==> src/hdl/pidc_pkg.sv <==
package pidc_pkg;

  // Field and state widths.
  localparam int DATA_WIDTH = 32;
  localparam int SUM_WIDTH  = 48;
  localparam int GAIN_WIDTH = 24;
  localparam int TIME_WIDTH = 32;
  localparam int FRAC_BITS  = 16;

  // Configuration port.
  localparam int CFG_INDEX_W = 2;
  localparam int CFG_DATA_W  = 32;

  // Derived datapath widths.
  localparam int DIFF_W     = DATA_WIDTH + 1;
  localparam int PROD_W     = GAIN_WIDTH + DIFF_W;
  localparam int TERM_W     = PROD_W - FRAC_BITS;
  localparam int DIVIDEND_W = SUM_WIDTH + FRAC_BITS;
  localparam int DIV_STEPS  = DIVIDEND_W;
  localparam int DIV_CNT_W  = $clog2(DIV_STEPS);

  // The integral term magnitude is clamped to 2^TERM_LIMIT_LOG.
  localparam int TERM_LIMIT_LOG = 58;
  localparam int LIMIT_W        = TERM_LIMIT_LOG + 1;
  localparam int CMP_W          = (DIVIDEND_W > LIMIT_W) ? DIVIDEND_W : LIMIT_W;
  localparam int ACC_W          = TERM_LIMIT_LOG + 3;

  // Register reset values.
  localparam logic [GAIN_WIDTH-1:0] GAIN_P_RESET        = GAIN_WIDTH'(65536);
  localparam logic [TIME_WIDTH-1:0] INTEGRAL_TIME_RESET = '0;
  localparam logic [GAIN_WIDTH-1:0] GAIN_D_RESET        = '0;

  // Register indexes.
  typedef enum logic [CFG_INDEX_W-1:0] {
    CFG_GAIN_P        = 2'd0,
    CFG_INTEGRAL_TIME = 2'd1,
    CFG_GAIN_D        = 2'd2
  } cfg_index_e;

  // Sequencer states.
  typedef enum logic [2:0] {
    ST_IDLE,
    ST_MUL_P,
    ST_MUL_D,
    ST_ADD_D,
    ST_DIV,
    ST_INT,
    ST_FINISH,
    ST_OUTPUT
  } state_e;

  // Datapath controls from the sequencer.
  typedef struct packed {
    logic accept;
    logic mul_en;
    logic mul_sel_d;
    logic diff_en;
    logic div_start;
    logic acc_load;
    logic acc_add_term;
    logic int_en;
    logic acc_add_int;
    logic out_load;
  } ctrl_t;

  // Divider control and status.
  typedef struct packed {
    logic start;
  } div_ctrl_t;

  typedef struct packed {
    logic done;
  } div_stat_t;

endpackage

==> src/hdl/pidc_divider.sv <==
module pidc_divider import pidc_pkg::*; (
  input  logic                  clk_i,
  input  logic                  rst_ni,
  input  div_ctrl_t             ctrl_i,
  input  logic [DIVIDEND_W-1:0] dividend_i,
  input  logic [TIME_WIDTH-1:0] divisor_i,
  output div_stat_t             stat_o,
  output logic [DIVIDEND_W-1:0] quotient_o
);

  logic [DIVIDEND_W-1:0] dvd_q, dvd_d;
  logic [TIME_WIDTH-1:0] rem_q, rem_d;
  logic [DIV_CNT_W-1:0]  cnt_q, cnt_d;
  logic                  busy_q, busy_d;
  logic                  done_q, done_d;
  logic [TIME_WIDTH:0]   shifted;
  logic [TIME_WIDTH+1:0] trial;
  logic                  fits;

  // One restoring step: shift in the next dividend bit and try a subtract.
  always_comb begin
    shifted = {rem_q, dvd_q[DIVIDEND_W-1]};
    trial   = {1'b0, shifted} - {2'b00, divisor_i};
    fits    = !trial[TIME_WIDTH+1];
  end

  // Step sequencing. The quotient bits shift into the vacated dividend bits.
  always_comb begin
    dvd_d  = dvd_q;
    rem_d  = rem_q;
    cnt_d  = cnt_q;
    busy_d = busy_q;
    done_d = done_q;
    if (ctrl_i.start) begin
      dvd_d  = dividend_i;
      rem_d  = '0;
      cnt_d  = '0;
      busy_d = 1'b1;
      done_d = 1'b0;
    end else if (busy_q) begin
      dvd_d = {dvd_q[DIVIDEND_W-2:0], fits};
      rem_d = fits ? trial[TIME_WIDTH-1:0] : shifted[TIME_WIDTH-1:0];
      cnt_d = cnt_q + DIV_CNT_W'(1);
      if (cnt_q == DIV_CNT_W'(DIV_STEPS - 1)) begin
        busy_d = 1'b0;
        done_d = 1'b1;
      end
    end
  end

  always_ff @(posedge clk_i or negedge rst_ni) begin
    if (!rst_ni) begin
      cnt_q  <= '0;
      busy_q <= 1'b0;
      done_q <= 1'b0;
    end else begin
      cnt_q  <= cnt_d;
      busy_q <= busy_d;
      done_q <= done_d;
    end
  end

  always_ff @(posedge clk_i) begin
    dvd_q <= dvd_d;
    rem_q <= rem_d;
  end

  assign stat_o.done = done_q;
  assign quotient_o  = dvd_q;

endmodule

==> src/hdl/pid_controller_step.sv <==
// One PID step per transaction on a signed Q16.16 error sample: the error is
// added to a saturating 48-bit sum, and drive = gain_p*e + sum/integral_time +
// gain_d*(e - previous e), clipped to 32 bits, with saturated set when the
// drive or the sum was clipped. An integral_time of zero drops the integral
// term. The sum is divided by a restoring divider, which produces one bit of
// the 64-bit quotient per cycle; the two gain products share one 24x33
// multiplier as the divider is started and while it runs. The input is
// stalled while a sample is in progress, including while its result waits
// for the output register; a finished result waits in the output register,
// and the next sample is taken meanwhile. The configuration port is always
// ready and may be written only while the block is idle.
module pid_controller_step import pidc_pkg::*; (
  input  logic                         clk_i,
  input  logic                         rst_ni,
  input  logic                         cfg_valid_i,
  output logic                         cfg_ready_o,
  input  logic [CFG_INDEX_W-1:0]       cfg_index_i,
  input  logic [CFG_DATA_W-1:0]        cfg_data_i,
  input  logic                         in_valid_i,
  output logic                         in_stall_o,
  input  logic signed [DATA_WIDTH-1:0] error_sample_i,
  output logic                         out_valid_o,
  input  logic                         out_stall_i,
  output logic signed [DATA_WIDTH-1:0] drive_o,
  output logic                         saturated_o
);

  localparam logic [SUM_WIDTH-1:0] SUM_MAX = {1'b0, {(SUM_WIDTH-1){1'b1}}};
  localparam logic [SUM_WIDTH-1:0] SUM_MIN = {1'b1, {(SUM_WIDTH-1){1'b0}}};
  localparam logic signed [ACC_W-1:0] DRIVE_MAX =
    {{(ACC_W-DATA_WIDTH+1){1'b0}}, {(DATA_WIDTH-1){1'b1}}};
  localparam logic signed [ACC_W-1:0] DRIVE_MIN =
    {{(ACC_W-DATA_WIDTH+1){1'b1}}, {(DATA_WIDTH-1){1'b0}}};
  localparam logic [CMP_W-1:0] TERM_LIMIT = CMP_W'(1) << TERM_LIMIT_LOG;

  state_e state_q, state_d;
  ctrl_t  ctrl;

  div_ctrl_t             div_ctrl;
  div_stat_t             div_stat;

  logic [GAIN_WIDTH-1:0] gain_p_q, gain_d_q;
  logic [TIME_WIDTH-1:0] integral_time_q;

  logic [SUM_WIDTH-1:0]  error_sum_q;
  logic [DATA_WIDTH-1:0] previous_error_q;

  logic [DIFF_W-1:0]     e_mag_q, diff_q, diff_mag_q;
  logic                  e_neg_q, sum_clip_q;
  logic [PROD_W-1:0]     prod_q;
  logic                  prod_neg_q;
  logic signed [ACC_W-1:0] acc_q, acc_d;
  logic [ACC_W-1:0]      int_q;

  logic                  out_valid_q;
  logic [DATA_WIDTH-1:0] drive_q;
  logic                  saturated_q;

  // Sequencer: next state.
  always_comb begin
    state_d = state_q;
    case (state_q)
      ST_IDLE:   if (in_valid_i) state_d = ST_MUL_P;
      ST_MUL_P:  state_d = ST_MUL_D;
      ST_MUL_D:  state_d = ST_ADD_D;
      ST_ADD_D:  state_d = ST_DIV;
      ST_DIV:    if (div_stat.done) state_d = ST_INT;
      ST_INT:    state_d = ST_FINISH;
      ST_FINISH: state_d = ST_OUTPUT;
      ST_OUTPUT: if (!out_valid_q || !out_stall_i) state_d = ST_IDLE;
      default:   state_d = ST_IDLE;
    endcase
  end

  // Sequencer: datapath controls.
  always_comb begin
    ctrl = '0;
    case (state_q)
      ST_IDLE: ctrl.accept = in_valid_i;
      ST_MUL_P: begin
        ctrl.mul_en    = 1'b1;
        ctrl.diff_en   = 1'b1;
        ctrl.div_start = 1'b1;
      end
      ST_MUL_D: begin
        ctrl.mul_en    = 1'b1;
        ctrl.mul_sel_d = 1'b1;
        ctrl.acc_load  = 1'b1;
      end
      ST_ADD_D:  ctrl.acc_add_term = 1'b1;
      ST_DIV:    ctrl = '0;
      ST_INT:    ctrl.int_en = 1'b1;
      ST_FINISH: ctrl.acc_add_int = 1'b1;
      ST_OUTPUT: ctrl.out_load = !out_valid_q || !out_stall_i;
      default:   ctrl = '0;
    endcase
  end

  always_ff @(posedge clk_i or negedge rst_ni) begin
    if (!rst_ni) begin
      state_q <= ST_IDLE;
    end else begin
      state_q <= state_d;
    end
  end

  // Configuration registers; an unknown index is ignored.
  always_ff @(posedge clk_i or negedge rst_ni) begin
    if (!rst_ni) begin
      gain_p_q        <= GAIN_P_RESET;
      integral_time_q <= INTEGRAL_TIME_RESET;
      gain_d_q        <= GAIN_D_RESET;
    end else if (cfg_valid_i) begin
      case (cfg_index_i)
        CFG_GAIN_P:        gain_p_q        <= cfg_data_i[GAIN_WIDTH-1:0];
        CFG_INTEGRAL_TIME: integral_time_q <= cfg_data_i[TIME_WIDTH-1:0];
        CFG_GAIN_D:        gain_d_q        <= cfg_data_i[GAIN_WIDTH-1:0];
        default:           gain_p_q        <= gain_p_q;
      endcase
    end
  end

  // Saturating sum update and the exact error difference at acceptance.
  logic [SUM_WIDTH:0]   sum_ext;
  logic                 sum_ovf;
  logic [SUM_WIDTH-1:0] sum_new;
  logic [DIFF_W-1:0]    e_ext, prev_ext;

  always_comb begin
    sum_ext  = {error_sum_q[SUM_WIDTH-1], error_sum_q}
             + {{(SUM_WIDTH-DATA_WIDTH+1){error_sample_i[DATA_WIDTH-1]}}, error_sample_i};
    sum_ovf  = sum_ext[SUM_WIDTH] ^ sum_ext[SUM_WIDTH-1];
    sum_new  = sum_ovf ? (sum_ext[SUM_WIDTH] ? SUM_MIN : SUM_MAX)
                       : sum_ext[SUM_WIDTH-1:0];
    e_ext    = {error_sample_i[DATA_WIDTH-1], error_sample_i};
    prev_ext = {previous_error_q[DATA_WIDTH-1], previous_error_q};
  end

  always_ff @(posedge clk_i or negedge rst_ni) begin
    if (!rst_ni) begin
      error_sum_q      <= '0;
      previous_error_q <= '0;
    end else if (ctrl.accept) begin
      error_sum_q      <= sum_new;
      previous_error_q <= error_sample_i;
    end
  end

  // Shared multiplier for the proportional and derivative products.
  logic [GAIN_WIDTH-1:0] mul_a;
  logic [DIFF_W-1:0]     mul_b;
  logic [PROD_W-1:0]     prod_d;

  always_comb begin
    mul_a  = ctrl.mul_sel_d ? gain_d_q : gain_p_q;
    mul_b  = ctrl.mul_sel_d ? diff_mag_q : e_mag_q;
    prod_d = {{DIFF_W{1'b0}}, mul_a} * {{GAIN_WIDTH{1'b0}}, mul_b};
  end

  // Signed product term, truncated toward zero to Q16.16.
  logic [TERM_W-1:0] term_mag;
  logic [ACC_W-1:0]  term_ext, term_s;

  always_comb begin
    term_mag = prod_q[PROD_W-1:FRAC_BITS];
    term_ext = {{(ACC_W-TERM_W){1'b0}}, term_mag};
    term_s   = prod_neg_q ? (~term_ext + ACC_W'(1)) : term_ext;
  end

  // Dividend is |error_sum| in Q.32 so the quotient lands in Q16.16.
  logic                  sum_neg;
  logic [SUM_WIDTH-1:0]  sum_mag;
  logic [DIVIDEND_W-1:0] dividend;
  logic [DIVIDEND_W-1:0] quotient;

  always_comb begin
    sum_neg        = error_sum_q[SUM_WIDTH-1];
    sum_mag        = sum_neg ? (~error_sum_q + SUM_WIDTH'(1)) : error_sum_q;
    dividend       = {sum_mag, {FRAC_BITS{1'b0}}};
    div_ctrl.start = ctrl.div_start;
  end

  pidc_divider u_divider (
    .clk_i      (clk_i),
    .rst_ni     (rst_ni),
    .ctrl_i     (div_ctrl),
    .dividend_i (dividend),
    .divisor_i  (integral_time_q),
    .stat_o     (div_stat),
    .quotient_o (quotient)
  );

  // Integral term: clamp the magnitude, apply the sign of the sum.
  logic [CMP_W-1:0]   q_cmp;
  logic [LIMIT_W-1:0] int_mag;
  logic [ACC_W-1:0]   int_ext, int_d;

  always_comb begin
    q_cmp   = CMP_W'(quotient);
    int_mag = (q_cmp > TERM_LIMIT) ? TERM_LIMIT[LIMIT_W-1:0] : q_cmp[LIMIT_W-1:0];
    int_ext = {{(ACC_W-LIMIT_W){1'b0}}, int_mag};
    if (integral_time_q == '0) begin
      int_d = '0;
    end else begin
      int_d = sum_neg ? (~int_ext + ACC_W'(1)) : int_ext;
    end
  end

  // Accumulator of the three terms.
  always_comb begin
    acc_d = acc_q;
    if (ctrl.acc_load) begin
      acc_d = term_s;
    end else if (ctrl.acc_add_term) begin
      acc_d = acc_q + term_s;
    end else if (ctrl.acc_add_int) begin
      acc_d = acc_q + int_q;
    end
  end

  // Payload registers of the working item.
  always_ff @(posedge clk_i) begin
    if (ctrl.accept) begin
      e_mag_q    <= e_ext[DIFF_W-1] ? (~e_ext + DIFF_W'(1)) : e_ext;
      e_neg_q    <= e_ext[DIFF_W-1];
      diff_q     <= e_ext - prev_ext;
      sum_clip_q <= sum_ovf;
    end
    if (ctrl.diff_en) begin
      diff_mag_q <= diff_q[DIFF_W-1] ? (~diff_q + DIFF_W'(1)) : diff_q;
    end
    if (ctrl.mul_en) begin
      prod_q     <= prod_d;
      prod_neg_q <= ctrl.mul_sel_d ? diff_q[DIFF_W-1] : e_neg_q;
    end
    if (ctrl.int_en) begin
      int_q <= int_d;
    end
    acc_q <= acc_d;
  end

  // Output saturation into the result register.
  logic                  sat_hi, sat_lo;
  logic [DATA_WIDTH-1:0] drive_d;

  always_comb begin
    sat_hi  = acc_q > DRIVE_MAX;
    sat_lo  = acc_q < DRIVE_MIN;
    drive_d = sat_hi ? DRIVE_MAX[DATA_WIDTH-1:0]
            : (sat_lo ? DRIVE_MIN[DATA_WIDTH-1:0] : acc_q[DATA_WIDTH-1:0]);
  end

  always_ff @(posedge clk_i or negedge rst_ni) begin
    if (!rst_ni) begin
      out_valid_q <= 1'b0;
    end else begin
      out_valid_q <= ctrl.out_load || (out_valid_q && out_stall_i);
    end
  end

  always_ff @(posedge clk_i) begin
    if (ctrl.out_load) begin
      drive_q     <= drive_d;
      saturated_q <= sat_hi || sat_lo || sum_clip_q;
    end
  end

  assign cfg_ready_o = 1'b1;
  assign in_stall_o  = (state_q != ST_IDLE);
  assign out_valid_o = out_valid_q;
  assign drive_o     = drive_q;
  assign saturated_o = saturated_q;

endmodule

==> config.mk <==
export PLATFORM = sky130hd
export DESIGN_NAME = pid_controller_step
export DESIGN_NICKNAME = d
export VERILOG_FILES = /design/src/hdl/pidc_pkg.sv /design/src/hdl/pidc_divider.sv /design/src/hdl/pid_controller_step.sv
export SDC_FILE = /design/constraint.sdc
export NUM_CORES = 2
export LEC_CHECK = 0
export ABC_AREA = 1
export BUFFER_PORTS_ARGS = -buffer_cell sky130_fd_sc_hd__buf_2
export CORE_MARGIN = 10
export CORE_UTILIZATION = 33
export CTS_CLUSTER_DIAMETER = 200
export DETAILED_ROUTE_END_ITERATION = 10
export GPL_TIMING_DRIVEN = 0
export MAX_ROUTING_LAYER = met4
export PLACE_DENSITY = 0.5
export SETUP_SLACK_MARGIN = 0.05
export SYNTH_ARGS = -nofsm -noshare
export SYNTH_HDL_FRONTEND = slang
export SYNTH_SLANG_ARGS = --single-unit
==> constraint.sdc <==
create_clock -name clk_i -period 9.25 [get_ports clk_i]
set_input_delay 2.3125 -clock clk_i [delete_from_list [all_inputs] [get_ports clk_i]]
set_output_delay 2.3125 -clock clk_i [all_outputs]
set_load 0.03 [all_outputs]
# Yosys cells after proc, flatten, opt, wreduce, memory -nomap -nowiden
# Cells that the tools add are included.
[op_classes] n_mux=38 n_reduce_logical=22 bitwise_logic=7 addsub=11 order_cmp=3 n_eq_ne=13 mul=1
[ops] op="61-bit two-way mux" n=4
[ops] op="48-bit two-way mux" n=3
[ops] op="64-bit two-way mux" n=2
[ops] op="61-bit by 1-bit adder with 61-bit output (second input constant)" n=2
[ops] op="61-bit adder" n=2
[ops] op="59-bit two-way mux" n=2
[ops] op="32-bit two-way mux" n=3
[ops] op="33-bit by 1-bit adder with 33-bit output (second input constant)" n=2
[ops] op="33-bit NOT" n=2
[ops] op="64-bit by 59-bit greater-than comparator with 1-bit output (second input constant)" n=1
[ops] op="61-bit by 32-bit greater-than comparator with 1-bit output (second input constant)" n=1
[ops] op="61-bit by 32-bit < comparator with 1-bit output (second input constant)" n=1
[ops] op="41-bit NOT with 61-bit output" n=1
[ops] op="59-bit NOT with 61-bit output" n=1
[ops] op="24-bit by 33-bit multiplier with 57-bit output" n=1
[ops] op="48-bit by 32-bit adder with 49-bit output" n=1
[ops] op="48-bit by 1-bit adder with 48-bit output (second input constant)" n=1
[ops] op="48-bit NOT" n=1
[ops] op="33-bit by 32-bit subtractor with 34-bit output" n=1
[ops] op="33-bit two-way mux" n=1
[ops] op="32-bit by 32-bit subtractor with 33-bit output" n=1
[ops] op="32-bit zero test" n=1
[ops] op="31-bit two-way mux" n=1
[ops] op="24-bit two-way mux" n=1
[ops] op="26 further kinds" n=58
[totals] reg_bits=582 inputBits=71 word_cells=122

# Depth between registers and ports, before layout
[logic_depth] ltp_word=6 ltp_mapped=37 mapped_depth_nobuf=33

# Modules after synthesis
# Synthesis repeated with hierarchy kept, for this count alone.
[unflattened] cells_unflattened=8654 hier_area_um2=65695.5
[modules_own_cells] module="pid_controller_step" cells_per_inst=7553 area_each_um2=58397.3 seq_area_each_um2=13053.8 instances=1
[modules_own_cells] module="pidc_divider" cells_per_inst=1101 area_each_um2=7298.2 seq_area_each_um2=2762.6 instances=1

# Least setup slack after synthesis
# OpenSTA, ideal clock, no wires.
[synth_path] path_kind="register -> register" startpoint="register state_q[0]" endpoint="register prod_q[56], data pin" stages_incl_launch_ff=35 setup_ps=260 path_slack_ps=1823 path_buffers=3 synth_period_minus_slack_ps=7427 t_arrival_ps=7167 cell_sequence="dfrtp_1 inv_1 ha_1 nand2_4 buf_6 clkbuf_1 o21ai_1 inv_1 clkbuf_1 nor2_1 fa_1 inv_1 fa_1 inv_1 fa_1 inv_1 fa_1 inv_1 fa_1 fa_1 inv_1 fa_1 inv_1 ha_1 a21oi_1 inv_1 nor2_1 inv_1 a21oi_1 o21ai_0 a21oi_1 nand2_1 nand2_1 nand2_1 xor2_1"
[synth_via] elab_chain_cells=4 elab_cells_between_ends=5 classes_between="mul: 1; eq/ne: 1; mux: 3"
[synth_rtl] item="from (decl)" line="pid_controller_step.sv:36" rtl="state_e state_q, state_d;"
[synth_rtl] item="from (signal assigned)" line="pid_controller_step.sv:103" rtl="state_q <= state_d;"
[synth_rtl] item="3-bit by 2-bit == test with 1-bit output *" line="pid_controller_step.sv:78" rtl="case (state_q)"
[synth_rtl] item="1-bit two-way mux *" line="pid_controller_step.sv:78"
[synth_rtl] item="24-bit two-way mux / 33-bit two-way mux (equally long branches)" line="pid_controller_step.sv:155, pid_controller_step.sv:156"
[synth_rtl] item="24-bit by 33-bit multiplier with 57-bit output *" line="pid_controller_step.sv:157" rtl="prod_d = {{DIFF_W{1'b0}}, mul_a} * {{GAIN_WIDTH{1'b0}}, mul_b};"
[synth_rtl] item="via prod_d[56]" line="pid_controller_step.sv:152" rtl="logic [PROD_W-1:0] prod_d;"
[synth_rtl] item="to (signal assigned)" line="pid_controller_step.sv:233" rtl="prod_q <= prod_d;"
[synth_rtl] item="to (decl)" line="pid_controller_step.sv:50" rtl="logic [PROD_W-1:0] prod_q;"
# Mark *: on every way through the listed nets, which the timed path passes. The rest lies on a longest branch.
# A chain may end at the register's enable or synchronous reset.

# Worst setup path after layout
[layout_path] startpoint="register state_q[0]" endpoint="register prod_q[43], data pin"
# Same word-level chain as after synthesis.

==> metrics.yaml <==
outcome:
  status: "completed"
finish:
  multi_input_comb_area_mm2: 0.0421
  fillers: 20500
  area_growth_pct: 11.3
  seqCellArea_mm2: 0.0157
  layout_common_cells: "nand2_1, inv_1, nor2_1"
  layout_commonest_cell: "nand2_1"
  final_net_count: 9688
  drive_gt1_share_pct: 6.90
drt:
  firstDrtPassIters: 6
  via_per_inst: 5.12
  postRouteAntennaNets: 0
  dr_total_vias: 57200
  routedWlPerCell_um: 23.2
  route.detailed.drc: 0
  drtIter0Drc: 5132
  routed_wl_um: 259000
die:
  core-area_mm2: 0.193
  dieArea_mm2: 0.213
  die_h_um: 461
  start_util_pct: 33.3
  rows: 161
  die_w_um: 461
  io_pins: 107
place:
  gp_congestion: 0.984
  dp_hpwl_um: 215000
  port_buffers: 105
  pre_cts_ws_ps: -1440
global_routing:
  grt_pass1_vias: 58000
  grt_use_total_pct: 24.7
  gr-total-overflow: 0
  antenna_found_initial: 8
  use_met2_pct: 38.3
  use_met3_pct: 3.61
  met1_usage_pct: 33.4
  grt_pass1_wl_um: 383000
  grt_max_degree: 104
  grt-busiest-layer: "met2"
hold_path:
  hp-class: "reg -> reg"
setup_path:
  critPathArrivalTime_ps: 9340
  crit_buf_inv: 12
  cp-end-kind: "flop"
  cpMostUsedCell: "inv_1"
  worstSetupPathType: "reg -> reg"
  critPathLaunchType: "flop"
  path_max_fanout: 10
  slowest_stage: "fa_1"
  required_ps: 9660
  slowest_delay_ps: 540
  cpLargestDelayFamily: "adder cells"
synthesis:
  ys_ff_latch: 566
  synthCells: 8364
  synth_area_mm2: 0.0643
  synth_edf_count: 346
  synth_nets: 9479
  synth_warnings: 0
  post_synth.cell_area_avg_um2: 7.68
  async_flop_share_pct: 30.4
  yosys.area.top_type: "fa_1"
  ys_top_cells_by_area: "fa_1, edfxtp_1, nand2_1"
  synthFlopType: "edfxtp_1"
  synthDistinctLibCells: 76
  synth_top_cell_area_share_pct: 21.3
  yosysSeqAreaShare_pct: 24.4
clock_network:
  clk_pin_slew_ps: 60
  cts_made_buffers: 74
  clock_latency_ps: 730
  clock_sink_count: 566
  tritoncts: "done"
  root_buffer: "clkbuf_16"
  cts_buffer_depth: 3
  htree_levels: 3
timing:
  final-hold-violation-count: 0
  rsz0062_at_grt: "true"
  setup_viol: 0
  setup_ws_ps: 313
  period_minus_slack_ps: 8940
  slew_headroom_pct: 16.2
  drv_slew: 0
  tightest_slew_ps: 1260
  timing.final.crit_share_pct: 96.6
  skew_ps: 68.9
  fmax_mhz: 112
run:
  cap_violations: 0
## path summary, 6_finish.rpt
| check | from | end | slack, ps | depth (start not counted) |
|---|---|---|---|---|
| min in group asynchronous | rst_ni | error_sum_q[35] | 1590 | 1 |
| worst max-delay path | state_q[0] | prod_q[43] | 310 | 32 |
| worst min register to register | u_divider.rem_q[28] | u_divider.rem_q[28] | 480 | 2 |
| worst min-delay path | u_divider.rem_q[28] | u_divider.rem_q[28] | 480 | 2 |
| worst max register to register | state_q[0] | prod_q[43] | 310 | 32 |
| max in group asynchronous | rst_ni | gain_d_q[3] | 6680 | 2 |
## layout make-up
| class | instances | area share, % |
|---|---|---|
| Tap cell | 2526 | 4.42 |
| Buffer | 261 | 1.83 |
| Clock inverter | 44 | 0.833 |
| Timing Repair Buffer | 138 | 1.33 |
| Clock buffer | 94 | 2.84 |
| Inverter | 1501 | 7.91 |
| Antenna cell | 7 | 0.0245 |
| Multi-Input combinational cell | 6031 | 58.9 |
| Sequential cell | 566 | 21.9 |
## logic make-up after synthesis
logic type	count (synthesis)	share of synthesized area [%]
and+or+nand+nor	3293	20.9
AOI/OAI and AO/OA	1449	12.6
muxes	1	0.0156
DFF	566	24.4
xor gates and xnor gates	242	3.30
buffers and inverters	1767	10.5
adders and majority gates	1044	28.3
other	2	0.0117
## routing by layer
metal,wire length [um],vias to the layer above
li1,-,27000
met1,119000,28100
met2,115000,1824
met3,15600,340
met4,8960,0
met5,0,-
## sequential cells by signal, indices dropped and copies added, names as in the netlist, 6 cells and up
register              cells
previous_error_q         32
gain_d_q                 24
diff_q                   33
drive_o                  32
u_divider.quotient_o     64
acc_q                    61
diff_mag_q               33
e_mag_q                  33
u_divider.cnt_q           6
prod_q                   41
integral_time_q          32
u_divider.rem_q          32
int_q                    61
error_sum_q              48
gain_p_q                 24
## Yosys cell counts, types with 92 or more instances
| master | number |
|---|---|
| nand3_1 | 204 |
| clkbuf_1 | 206 |
| inv_1 | 1471 |
| dfrtp_1 | 171 |
| o21ai_0 | 561 |
| ha_1 | 361 |
| nand2_1 | 1702 |
| fa_1 | 683 |
| a21oi_1 | 513 |
| edfxtp_1 | 346 |
| nor3_1 | 92 |
| nor2_1 | 1066 |
| xor2_1 | 161 |
## timing repair
action,CTS,global route
gates resized for setup,158,96
hold buffers,0,0
pin swaps,0,4
setup endpoints to repair,41,31
buffers inserted,3,7
## worst reg2reg max path, delay by kind of cell, from the launching register on
kind	cells	cell delay (ps)
adders and majority gates	9	4240
buffers and inverters	12	1810
AOI/OAI and AO/OA	7	1460
and+or+nand+nor	3	520
DFF	1	410
xor gates and xnor gates	1	180
## per-stage QoR
step	TNS (ps)	cell area, um2	hold slack [ps]	instances	utilization [%]
finish	0	71500	475	11200	37.0
global route	-6.85	71500	498	11200	37.0
CTS	0	71300	479	11200	36.9
detailed placement	-39470	68300	466	11000	35.4
global placement	-42960	67900	459	11000	35.2
floorplan	0	64300	426	8364	-
Power is not shown: default switching activity piles up to over one toggle a cycle in this logic, so the estimate is an artifact.
